===== src/sv/pdc_pkg.sv =====
// ----------------------------------------------------------------------------
// pdc_pkg
// types, constants and microcode table of the deadband pid controller
// ----------------------------------------------------------------------------
package pdc_pkg;

  localparam int STEP_W   = 3;
  localparam int ADDR_W   = 6;
  localparam int ADDR_LSB = 3;
  localparam int DATA_W   = 64;

  localparam int Q8       = 8;
  localparam int Q24      = 24;
  localparam int MUL_A_W  = 32;
  localparam int MUL_B_W  = 24;
  localparam int PROD_W   = MUL_A_W + MUL_B_W;
  localparam int EDT_W    = 32;
  localparam int TERM_W   = 30;
  localparam int LIMIT_W  = 47;
  localparam int ACC_W    = 48;
  localparam int INTEG_W  = 49;
  localparam int ISUM_W   = 56;
  localparam int SUM_W    = 58;
  localparam int DRIVE_W  = 32;

  localparam logic [TERM_W-1:0]  TERM_LIMIT_RST  = '1;
  localparam logic [LIMIT_W-1:0] INTEG_LIMIT_RST = '1;

  typedef struct packed {
    logic signed [15:0] measured;
    logic signed [15:0] setpoint;
    logic [15:0]        elapsed_ms;
  } sample_t;

  typedef struct packed {
    logic signed [DRIVE_W-1:0] drive;
    logic                      in_deadband;
  } result_t;

  typedef enum logic [2:0] {
    REG_DEADBAND    = 3'd0,
    REG_PROP_GAIN   = 3'd1,
    REG_INTEG_GAIN  = 3'd2,
    REG_DERIV_GAIN  = 3'd3,
    REG_PROP_LIMIT  = 3'd4,
    REG_INTEG_LIMIT = 3'd5,
    REG_DERIV_LIMIT = 3'd6
  } reg_idx_t;

  // gains are held as magnitude and sign for the unsigned multiplier
  typedef struct packed {
    logic [15:0]         deadband;
    logic [16:0]         pg_mag;
    logic                pg_neg;
    logic [31:0]         ig_mag;
    logic                ig_neg;
    logic [16:0]         dg_mag;
    logic                dg_neg;
    logic [TERM_W-1:0]   prop_limit;
    logic [LIMIT_W-1:0]  integ_limit;
    logic [TERM_W-1:0]   deriv_limit;
  } cfg_t;

  typedef enum logic [2:0] {
    MS_PROP  = 3'd0,
    MS_DERIV = 3'd1,
    MS_EDT   = 3'd2,
    MS_IHI   = 3'd3,
    MS_ILO   = 3'd4
  } mul_sel_t;

  typedef enum logic [2:0] {
    WB_NONE = 3'd0,
    WB_EDT  = 3'd1,
    WB_P    = 3'd2,
    WB_D    = 3'd3,
    WB_IHI  = 3'd4,
    WB_ILO  = 3'd5
  } wb_t;

  typedef enum logic [1:0] {
    FIN_NONE = 2'd0,
    FIN_RUN  = 2'd1,
    FIN_DB   = 2'd2
  } fin_t;

  typedef struct packed {
    mul_sel_t          mul_sel;
    wb_t               wb;
    logic              diff_en;
    logic              mag_en;
    logic              pd_en;
    fin_t              fin;
    logic              jmp_db;
    logic [STEP_W-1:0] target;
    logic              last;
  } ctl_t;

  typedef struct packed {
    logic en;
    ctl_t word;
  } dp_cmd_t;

  localparam logic [STEP_W-1:0] STEP_DB = 3'd7;

  // product issued in step k is written back in step k+1
  function automatic ctl_t ucode(logic [STEP_W-1:0] step);
    ctl_t w;
    w = '{mul_sel: MS_PROP, wb: WB_NONE, diff_en: 1'b0, mag_en: 1'b0, pd_en: 1'b0,
          fin: FIN_NONE, jmp_db: 1'b0, target: '0, last: 1'b0};
    case (step)
      3'd0: begin
        w.mul_sel = MS_EDT;
        w.diff_en = 1'b1;
        w.jmp_db  = 1'b1;
        w.target  = STEP_DB;
      end
      3'd1: begin
        w.wb      = WB_EDT;
        w.mul_sel = MS_PROP;
      end
      3'd2: begin
        w.wb      = WB_P;
        w.mag_en  = 1'b1;
        w.mul_sel = MS_DERIV;
      end
      3'd3: begin
        w.wb      = WB_D;
        w.mul_sel = MS_IHI;
      end
      3'd4: begin
        w.wb      = WB_IHI;
        w.mul_sel = MS_ILO;
        w.pd_en   = 1'b1;
      end
      3'd5: begin
        w.wb = WB_ILO;
      end
      3'd6: begin
        w.fin  = FIN_RUN;
        w.last = 1'b1;
      end
      3'd7: begin
        w.fin  = FIN_DB;
        w.last = 1'b1;
      end
      default: begin
        w.last = 1'b1;
      end
    endcase
    return w;
  endfunction

endpackage


===== src/sv/pdc_regs.sv =====
// ----------------------------------------------------------------------------
// pdc_regs
// configuration register file behind a 64-bit apb-style port
// ----------------------------------------------------------------------------
module pdc_regs import pdc_pkg::*; (
  input  logic              clk,
  input  logic              rst,
  input  logic              psel,
  input  logic              penable,
  input  logic              pwrite,
  input  logic [ADDR_W-1:0] paddr,
  input  logic [DATA_W-1:0] pwdata,
  output logic [DATA_W-1:0] prdata,
  output logic              pready,
  output cfg_t              cfg
);

  logic [15:0]        deadband;
  logic [15:0]        prop_gain;
  logic [31:0]        integ_gain;
  logic [15:0]        deriv_gain;
  logic [TERM_W-1:0]  prop_limit;
  logic [LIMIT_W-1:0] integ_limit;
  logic [TERM_W-1:0]  deriv_limit;
  logic [16:0]        pg_mag;
  logic [31:0]        ig_mag;
  logic [16:0]        dg_mag;
  logic               wr;
  reg_idx_t           idx;

  function automatic logic [16:0] mag16(logic [15:0] v);
    logic signed [16:0] s;
    s = {v[15], v};
    return v[15] ? 17'(-s) : 17'(s);
  endfunction

  function automatic logic [31:0] mag32(logic [31:0] v);
    logic signed [32:0] s;
    s = {v[31], v};
    return v[31] ? 32'(-s) : 32'(s);
  endfunction

  assign wr     = psel && penable && pwrite;
  assign idx    = reg_idx_t'(paddr[ADDR_W-1:ADDR_LSB]);
  assign pready = 1'b1;

  always_ff @(posedge clk) begin
    if (rst) begin
      deadband    <= '0;
      prop_gain   <= '0;
      integ_gain  <= '0;
      deriv_gain  <= '0;
      prop_limit  <= TERM_LIMIT_RST;
      integ_limit <= INTEG_LIMIT_RST;
      deriv_limit <= TERM_LIMIT_RST;
      pg_mag      <= '0;
      ig_mag      <= '0;
      dg_mag      <= '0;
    end else if (wr) begin
      case (idx)
        REG_DEADBAND:    deadband <= pwdata[15:0];
        REG_PROP_GAIN: begin
          prop_gain <= pwdata[15:0];
          pg_mag    <= mag16(pwdata[15:0]);
        end
        REG_INTEG_GAIN: begin
          integ_gain <= pwdata[31:0];
          ig_mag     <= mag32(pwdata[31:0]);
        end
        REG_DERIV_GAIN: begin
          deriv_gain <= pwdata[15:0];
          dg_mag     <= mag16(pwdata[15:0]);
        end
        REG_PROP_LIMIT:  prop_limit  <= pwdata[TERM_W-1:0];
        REG_INTEG_LIMIT: integ_limit <= pwdata[LIMIT_W-1:0];
        REG_DERIV_LIMIT: deriv_limit <= pwdata[TERM_W-1:0];
        default: ;
      endcase
    end
  end

  always_comb begin
    case (idx)
      REG_DEADBAND:    prdata = DATA_W'(deadband);
      REG_PROP_GAIN:   prdata = DATA_W'(prop_gain);
      REG_INTEG_GAIN:  prdata = DATA_W'(integ_gain);
      REG_DERIV_GAIN:  prdata = DATA_W'(deriv_gain);
      REG_PROP_LIMIT:  prdata = DATA_W'(prop_limit);
      REG_INTEG_LIMIT: prdata = DATA_W'(integ_limit);
      REG_DERIV_LIMIT: prdata = DATA_W'(deriv_limit);
      default:         prdata = '0;
    endcase
  end

  assign cfg = '{deadband: deadband,
                 pg_mag: pg_mag, pg_neg: prop_gain[15],
                 ig_mag: ig_mag, ig_neg: integ_gain[31],
                 dg_mag: dg_mag, dg_neg: deriv_gain[15],
                 prop_limit: prop_limit,
                 integ_limit: integ_limit,
                 deriv_limit: deriv_limit};

endmodule


===== src/sv/pdc_seq.sv =====
// ----------------------------------------------------------------------------
// pdc_seq
// step counter and microcode rom that drive the datapath
// ----------------------------------------------------------------------------
module pdc_seq import pdc_pkg::*; (
  input  logic    clk,
  input  logic    rst,
  input  logic    start,
  input  logic    db_hit,
  input  logic    hold,
  output dp_cmd_t cmd,
  output logic    busy,
  output logic    finish
);

  logic [STEP_W-1:0] step;
  ctl_t              word;
  logic              advance;

  assign word    = ucode(step);
  // the last step waits while the result register is still held
  assign advance = busy && !(word.last && hold);
  assign finish  = advance && word.last;
  assign cmd     = '{en: advance, word: word};

  always_ff @(posedge clk) begin
    if (rst) begin
      busy <= 1'b0;
      step <= '0;
    end else if (start) begin
      busy <= 1'b1;
      step <= '0;
    end else if (advance) begin
      if (word.last) begin
        busy <= 1'b0;
      end else if (word.jmp_db && db_hit) begin
        step <= word.target;
      end else begin
        step <= step + 1'b1;
      end
    end
  end

endmodule


===== src/sv/pdc_datapath.sv =====
// ----------------------------------------------------------------------------
// pdc_datapath
// shared 32x24 multiplier, term registers and controller state
// ----------------------------------------------------------------------------
module pdc_datapath import pdc_pkg::*; (
  input  logic    clk,
  input  logic    rst,
  input  cfg_t    cfg,
  input  logic    start,
  input  sample_t sample,
  input  dp_cmd_t cmd,
  output logic    db_hit,
  output result_t res
);

  logic signed [16:0]        err_in;
  logic signed [16:0]        err;
  logic [16:0]               err_mag;
  logic [15:0]               dt;
  logic signed [17:0]        diff;
  logic [17:0]               dmag;
  logic                      dneg;
  logic [MUL_A_W-1:0]        mul_a;
  logic [MUL_B_W-1:0]        mul_b;
  logic [PROD_W-1:0]         prod;
  logic signed [TERM_W:0]    p_term;
  logic signed [TERM_W:0]    d_term;
  logic signed [DRIVE_W-1:0] pd;
  logic signed [INTEG_W-1:0] integ;
  logic signed [INTEG_W-1:0] integ_sum;
  logic signed [INTEG_W-1:0] acc_ext;
  logic signed [INTEG_W-1:0] edt_ext;
  logic [ACC_W-1:0]          integ_mag;
  logic [ISUM_W-1:0]         isum;
  logic signed [ACC_W-1:0]   integral_acc;
  logic signed [ACC_W-1:0]   lim_ext;
  logic signed [16:0]        last_error;
  logic                      last_negative;
  logic                      i_neg;
  logic signed [SUM_W-1:0]   pd_ext;
  logic signed [SUM_W-1:0]   isum_ext;
  logic signed [SUM_W-1:0]   total;
  logic [SUM_W-DRIVE_W:0]    total_hi;
  logic signed [DRIVE_W-1:0] drive_sat;

  function automatic logic signed [TERM_W:0] clamp_term(logic [TERM_W-1:0] m, logic neg,
                                                         logic [TERM_W-1:0] lim);
    logic [TERM_W-1:0]      c;
    logic signed [TERM_W:0] s;
    c = (m > lim) ? lim : m;
    s = {1'b0, c};
    return neg ? -s : s;
  endfunction

  assign err_in = {sample.setpoint[15], sample.setpoint} - {sample.measured[15], sample.measured};
  assign db_hit = err_mag <= {1'b0, cfg.deadband};
  assign diff   = {err[16], err} - {last_error[16], last_error};

  always_ff @(posedge clk) begin
    if (start) begin
      err     <= err_in;
      err_mag <= err_in[16] ? 17'(-err_in) : 17'(err_in);
      dt      <= sample.elapsed_ms;
    end
  end

  always_comb begin
    mul_a = '0;
    mul_b = '0;
    case (cmd.word.mul_sel)
      MS_PROP: begin
        mul_a = MUL_A_W'(cfg.pg_mag);
        mul_b = MUL_B_W'(err_mag);
      end
      MS_DERIV: begin
        mul_a = MUL_A_W'(cfg.dg_mag);
        mul_b = MUL_B_W'(dmag);
      end
      MS_EDT: begin
        mul_a = MUL_A_W'(err_mag);
        mul_b = MUL_B_W'(dt);
      end
      MS_IHI: begin
        mul_a = cfg.ig_mag;
        mul_b = MUL_B_W'(integ_mag[ACC_W-1:Q24]);
      end
      MS_ILO: begin
        mul_a = cfg.ig_mag;
        mul_b = MUL_B_W'(integ_mag[Q24-1:0]);
      end
      default: ;
    endcase
  end

  always_ff @(posedge clk) begin
    prod <= mul_a * mul_b;
  end

  // integral update: add e*dt, cleared on a sign change of the error
  always_comb begin
    acc_ext   = {integral_acc[ACC_W-1], integral_acc};
    edt_ext   = INTEG_W'(prod[EDT_W-1:0]);
    integ_sum = err[16] ? acc_ext - edt_ext : acc_ext + edt_ext;
    lim_ext   = ACC_W'(cfg.integ_limit);
  end

  always_ff @(posedge clk) begin
    if (cmd.en) begin
      if (cmd.word.diff_en) begin
        dmag <= diff[17] ? 18'(-diff) : 18'(diff);
        dneg <= diff[17];
      end
      if (cmd.word.mag_en) begin
        integ_mag <= integ[INTEG_W-1] ? ACC_W'(-integ) : ACC_W'(integ);
      end
      if (cmd.word.pd_en) begin
        pd <= DRIVE_W'(p_term) + DRIVE_W'(d_term);
      end
      case (cmd.word.wb)
        WB_EDT: integ  <= (err[16] != last_negative) ? '0 : integ_sum;
        WB_P:   p_term <= clamp_term(prod[Q8+TERM_W-1:Q8], cfg.pg_neg ^ err[16],
                                     cfg.prop_limit);
        WB_D:   d_term <= clamp_term(prod[Q8+TERM_W-1:Q8], cfg.dg_neg ^ dneg,
                                     cfg.deriv_limit);
        WB_IHI: isum   <= ISUM_W'(prod);
        WB_ILO: isum   <= isum + ISUM_W'(prod[PROD_W-1:Q24]);
        default: ;
      endcase
    end
  end

  always_ff @(posedge clk) begin
    if (rst) begin
      integral_acc  <= '0;
      last_error    <= '0;
      last_negative <= 1'b0;
    end else if (cmd.en && cmd.word.fin == FIN_RUN) begin
      if (integ_mag > ACC_W'(cfg.integ_limit)) begin
        integral_acc <= integ[INTEG_W-1] ? -lim_ext : lim_ext;
      end else begin
        integral_acc <= integ[ACC_W-1:0];
      end
      last_error    <= err;
      last_negative <= err[16];
    end
  end

  always_comb begin
    i_neg     = cfg.ig_neg ^ integ[INTEG_W-1];
    pd_ext    = SUM_W'(pd);
    isum_ext  = SUM_W'(isum);
    total     = i_neg ? pd_ext - isum_ext : pd_ext + isum_ext;
    total_hi  = total[SUM_W-1:DRIVE_W-1];
    if ((&total_hi) || !(|total_hi)) begin
      drive_sat = total[DRIVE_W-1:0];
    end else if (total[SUM_W-1]) begin
      drive_sat = {1'b1, {(DRIVE_W-1){1'b0}}};
    end else begin
      drive_sat = {1'b0, {(DRIVE_W-1){1'b1}}};
    end
    if (cmd.word.fin == FIN_DB) begin
      res = '{drive: '0, in_deadband: 1'b1};
    end else begin
      res = '{drive: drive_sat, in_deadband: 1'b0};
    end
  end

endmodule


===== src/sv/pid_deadband_clamped.sv =====
// ----------------------------------------------------------------------------
// pid_deadband_clamped
// fixed-point pid controller with deadband, clamped terms and anti-windup
// ----------------------------------------------------------------------------
// One request at a time: a request outside the deadband runs microcode
// steps 0 to 6 in order, as the single shared 32x24 multiplier forms the
// five products (e*dt, P, D and the two halves of the integral term) one
// after another; a request inside the deadband runs step 0 and then jumps
// to step 7. The next request is accepted at the same edge that the current
// one completes. The result sits in an output register; the final step
// waits only while that register still holds an untaken result.
// Configuration registers lie at byte addresses 8*i and take 64-bit data.
module pid_deadband_clamped import pdc_pkg::*; (
  input  logic              clk,
  input  logic              rst,
  input  logic              sample_valid,
  output logic              sample_stall,
  input  sample_t           sample,
  output logic              result_valid,
  input  logic              result_stall,
  output result_t           result,
  input  logic              psel,
  input  logic              penable,
  input  logic              pwrite,
  input  logic [ADDR_W-1:0] paddr,
  input  logic [DATA_W-1:0] pwdata,
  output logic [DATA_W-1:0] prdata,
  output logic              pready
);

  cfg_t    cfg;
  dp_cmd_t cmd;
  result_t res;
  logic    busy;
  logic    finish;
  logic    db_hit;
  logic    accept;
  logic    hold;

  assign accept       = sample_valid && !sample_stall;
  assign sample_stall = busy && !finish;
  assign hold         = result_valid && result_stall;

  pdc_regs u_regs (
    .clk     (clk),
    .rst     (rst),
    .psel    (psel),
    .penable (penable),
    .pwrite  (pwrite),
    .paddr   (paddr),
    .pwdata  (pwdata),
    .prdata  (prdata),
    .pready  (pready),
    .cfg     (cfg)
  );

  pdc_seq u_seq (
    .clk    (clk),
    .rst    (rst),
    .start  (accept),
    .db_hit (db_hit),
    .hold   (hold),
    .cmd    (cmd),
    .busy   (busy),
    .finish (finish)
  );

  pdc_datapath u_dp (
    .clk    (clk),
    .rst    (rst),
    .cfg    (cfg),
    .start  (accept),
    .sample (sample),
    .cmd    (cmd),
    .db_hit (db_hit),
    .res    (res)
  );

  always_ff @(posedge clk) begin
    if (rst) begin
      result_valid <= 1'b0;
    end else if (finish) begin
      result_valid <= 1'b1;
    end else if (!result_stall) begin
      result_valid <= 1'b0;
    end
  end

  always_ff @(posedge clk) begin
    if (finish) begin
      result <= res;
    end
  end

  a_accept_starts: assert property (@(posedge clk) disable iff (rst)
    accept |=> busy && !finish)
    else $error("request accepted but sequencer not running its first step");

  a_no_overwrite: assert property (@(posedge clk) disable iff (rst)
    hold |-> !finish)
    else $error("result register overwritten while held");

  a_finish_loads: assert property (@(posedge clk) disable iff (rst)
    finish |=> result_valid)
    else $error("completed request produced no result");

  a_deadband_zero: assert property (@(posedge clk) disable iff (rst)
    result_valid && result.in_deadband |-> result.drive == '0)
    else $error("nonzero drive inside deadband");

endmodule

===== config.mk =====
export PLATFORM = sky130hd
export DESIGN_NAME = pid_deadband_clamped
export DESIGN_NICKNAME = d
export VERILOG_FILES = /design/src/sv/pdc_pkg.sv /design/src/sv/pdc_regs.sv /design/src/sv/pdc_seq.sv /design/src/sv/pdc_datapath.sv /design/src/sv/pid_deadband_clamped.sv
export SDC_FILE = /design/constraint.sdc
export NUM_CORES = 2
export LEC_CHECK = 0
export BUFFER_PORTS_ARGS = -buffer_cell sky130_fd_sc_hd__buf_2
export CORE_UTILIZATION = 45
export DETAILED_ROUTE_END_ITERATION = 10
export PLACE_DENSITY = 0.6
export REMOVE_ABC_BUFFERS = 1
export SYNTH_ARGS = -nofsm -noshare
export SYNTH_HDL_FRONTEND = slang
export SYNTH_SLANG_ARGS = --single-unit

===== constraint.sdc =====
create_clock -name clk -period 28 [get_ports clk]
set_input_delay 4.2 -clock clk [delete_from_list [all_inputs] [get_ports clk]]
set_output_delay 4.2 -clock clk [all_outputs]
set_load 0.01 [all_outputs]

==> flow_summary.json <==
{
  "cts_tree": "done",
  "slew_violations": 0,
  "synth_compound_area_share_pct": 14.9,
  "grt_max_degree": 166,
  "ant_nets": 0,
  "startpoint_type": "input port",
  "io_buffers": 186,
  "yosys.area_share.simple_pct": 17.5,
  "cp_slowest_stage_delay_ps": 910,
  "path_cells": "buf_2 -> buf_4 -> nor2b_1 -> and2_1 -> buf_4 -> a222oi_1 -> o21ai_0 -> buf_2",
  "wl_met1_um": 109000,
  "worstHoldPathType": "register to register",
  "dr_total_vias": 63400,
  "synth-seq-area-share_pct": 24.5,
  "die_y_um": 406,
  "period_needed_ps": 11890,
  "core_area_mm2": 0.161,
  "die_w_um": 406,
  "netlist_area_mm2": 0.0735,
  "tns_ps": 0,
  "synth_top_area_cell": "fa_1",
  "synth_fa_ha_area_share_pct": 27.1,
  "drc": 0,
  "critPathBufInv": 4,
  "worst_ep_required_time_ps": 23800,
  "stdcell_area_mm2": 0.0792,
  "synthToLayoutAreaGrowth_pct": 7.85,
  "ir_drop_uv": 291,
  "clk_pin_slew_ps": 60,
  "slew-limit-headroom_pct": 12.4,
  "overflow": 0,
  "clkSinkCount": 724,
  "dr_wl_met2_um": 117000,
  "max_freq_mhz": 84.1,
  "cp-end-kind": "output port",
  "netlist-cell-type-count": 98,
  "finClkSkew_ps": 50.4,
  "critPathTopFamily": "buffers and inverters",
  "clock_latency_ps": 730,
  "leakagePower_nw": 35.1,
  "grt_pass1_vias": 61500,
  "placed_cell_area_mm2": 0.0762,
  "synth_seq_cells": 724,
  "synth_xor_xnor_area_share_pct": 6.45,
  "drive_above_1_share_pct": 6.76,
  "final_nets": 9825,
  "wl_per_cell_um": 24.7,
  "h-tree-depth": 3,
  "pin_count": 225,
  "ys_top_cells_by_count": "1134 x nand2_1, 1052 x inv_1, 904 x nor2_1",
  "cts_hold_buf": 0,
  "rsz0062_at_grt": "no",
  "drtIter0Drc": 5972,
  "cts-root-buf": "clkbuf_16",
  "synth_most_common_cell": "nand2_1",
  "fill_cells": 15600,
  "gp_congestion": 0.994,
  "wl_met3_um": 25000,
  "critical_path_arrival_ps": 7690,
  "syn_inst": 8601,
  "antenna_found_initial": 35,
  "synthFlopType": "dfxtp_1",
  "finalSetupViolCount": 0,
  "outcome": "finished, final reports clean",
  "routed_wl_um": 266000,
  "cts_buffer_depth": 3,
  "synthMuxAreaShare_pct": 1.59,
  "synth_edf_count": 348,
  "crit_type": "input port to output port",
  "critPathMaxFanout": 49,
  "dr.pass1.iters": 7,
  "async_reset_ff_share_pct": 0,
  "dieArea_mm2": 0.165,
  "rows": 147,
  "ys.warnings.count": 0,
  "cts-resized-gates": 0,
  "synth_top_family_by_area": "adder cells",
  "post_cts_buffers": 0,
  "grt_pass1_wl_um": 393000,
  "worst_pin_slew_ps": 1310,
  "initial_core_util_pct": 45.5,
  "top_layer": "met5",
  "dp_hpwl_um": 204000,
  "track_usage_pct": 32.0,
  "synth_top_area_share_pct": 18.1,
  "cts_buffers": 86,
  "drv_cap": 0,
  "hold_viol": 0,
  "post-route-period-util_pct": 42.5,
  "syn_avg_cell_area_um2": 8.54,
  "power_density_mw_per_mm2": 79.6,
  "synthTopCellsByArea": "fa_1 18%, edfxtp_1 14%, dfxtp_1 10%",
  "worst_path_max_delay_cell": "a222oi_1",
  "viasPerCell": 5.89
}
## tightest hold or removal path: stages (launching register included)
cell and delay, ps:
dfxtp_1 310, nand2_1 50, a21oi_1 50
## where the power goes
group          total, mW  internal [mW]  leakage (nW)  switching [mW]
sequential          1.35           1.23          6.23           0.124
combinational       3.77           1.24          27.4            2.53
clock               1.18          0.681          1.46           0.498
## routing by layer
metal / track usage [%] / vias up
li1: - / 28600
met1: 42.5 / 31300
met2: 49.4 / 2899
met3: 7.09 / 566
met4: 15.5 / 14
met5: 0 / -
## sequential cells by signal, summed over array words and instances (netlist names), 33 cells and up
signal              flops
result                 33
u_dp.integ_mag         48
u_regs.integ_limit     47
u_dp.integ             49
u_dp.prod              56
u_dp.integral_acc      48
u_dp.isum              56
## layout by cell type, fill, tap and decap left out, types with 38 or more instances in the layout
master / count
a211o_1: 121
a211oi_1: 103
a21o_1: 178
a21oi_1: 466
a22oi_1: 41
and3_1: 62
and4_1: 38
buf_2: 185
buf_4: 112
clkbuf_16: 87
dfxtp_1: 376
edfxtp_1: 348
fa_1: 664
ha_1: 526
inv_1: 1052
mux2i_1: 72
nand2_1: 1130
nand2b_1: 38
nand3_1: 107
nand3b_1: 43
nand4_1: 98
nor2_1: 901
nor2b_1: 49
nor3_1: 107
nor4_1: 45
o21a_1: 52
o21ai_0: 294
o21bai_1: 41
o31ai_1: 69
or3_1: 57
xnor2_1: 329
xor2_1: 206
## final cells by class
| class | instances | area [um2] | area share, % |
|---|---|---|---|
| Sequential cell | 724 | 18000 | 22.7 |
| Multi-Input combinational cell | 6345 | 49800 | 62.9 |
| Clock buffer | 112 | 2370 | 3.00 |
| Antenna cell | 14 | 35.0 | 0.0442 |
| Inverter | 1054 | 3960 | 4.99 |
| Clock inverter | 49 | 572 | 0.722 |
| Timing Repair Buffer | 299 | 1800 | 2.27 |
| Tap cell | 2160 | 2700 | 3.41 |
## final timing paths
| path | end | cells after the start | start | slack, ps |
|---|---|---|---|---|
| min | u_regs.integ_gain[8] | 2 | u_regs.integ_gain[8] | 450 |
| max | prdata[2] | 8 | paddr[3] | 16110 |
| max reg2reg | u_dp.prod[51] | 34 | u_seq.step[2] | 16220 |
| min reg2reg | u_regs.integ_gain[8] | 2 | u_regs.integ_gain[8] | 450 |
## metrics by stage
step	power, mW	setup WS (ps)	instances	utilization, %	hold slack [ps]
floorplan	3.57	17270	8123	-	426
global route	6.65	15750	10700	49.1	468
CTS	6.29	16160	10700	49.1	453
global placement	5.05	16140	10600	47.3	440
finish	6.30	16110	10800	49.1	452
detailed placement	5.07	16170	10600	47.3	444
## cell families after synthesis
group / Yosys count
adders and majority gates: 1190
AOI/OAI and AO/OA: 1643
and+or+nand+nor: 2847
DFF: 724
xor gates and xnor gates: 540
other: 2
buffers and inverters: 1548
muxes: 107
(Power assumes the default switching activity.)
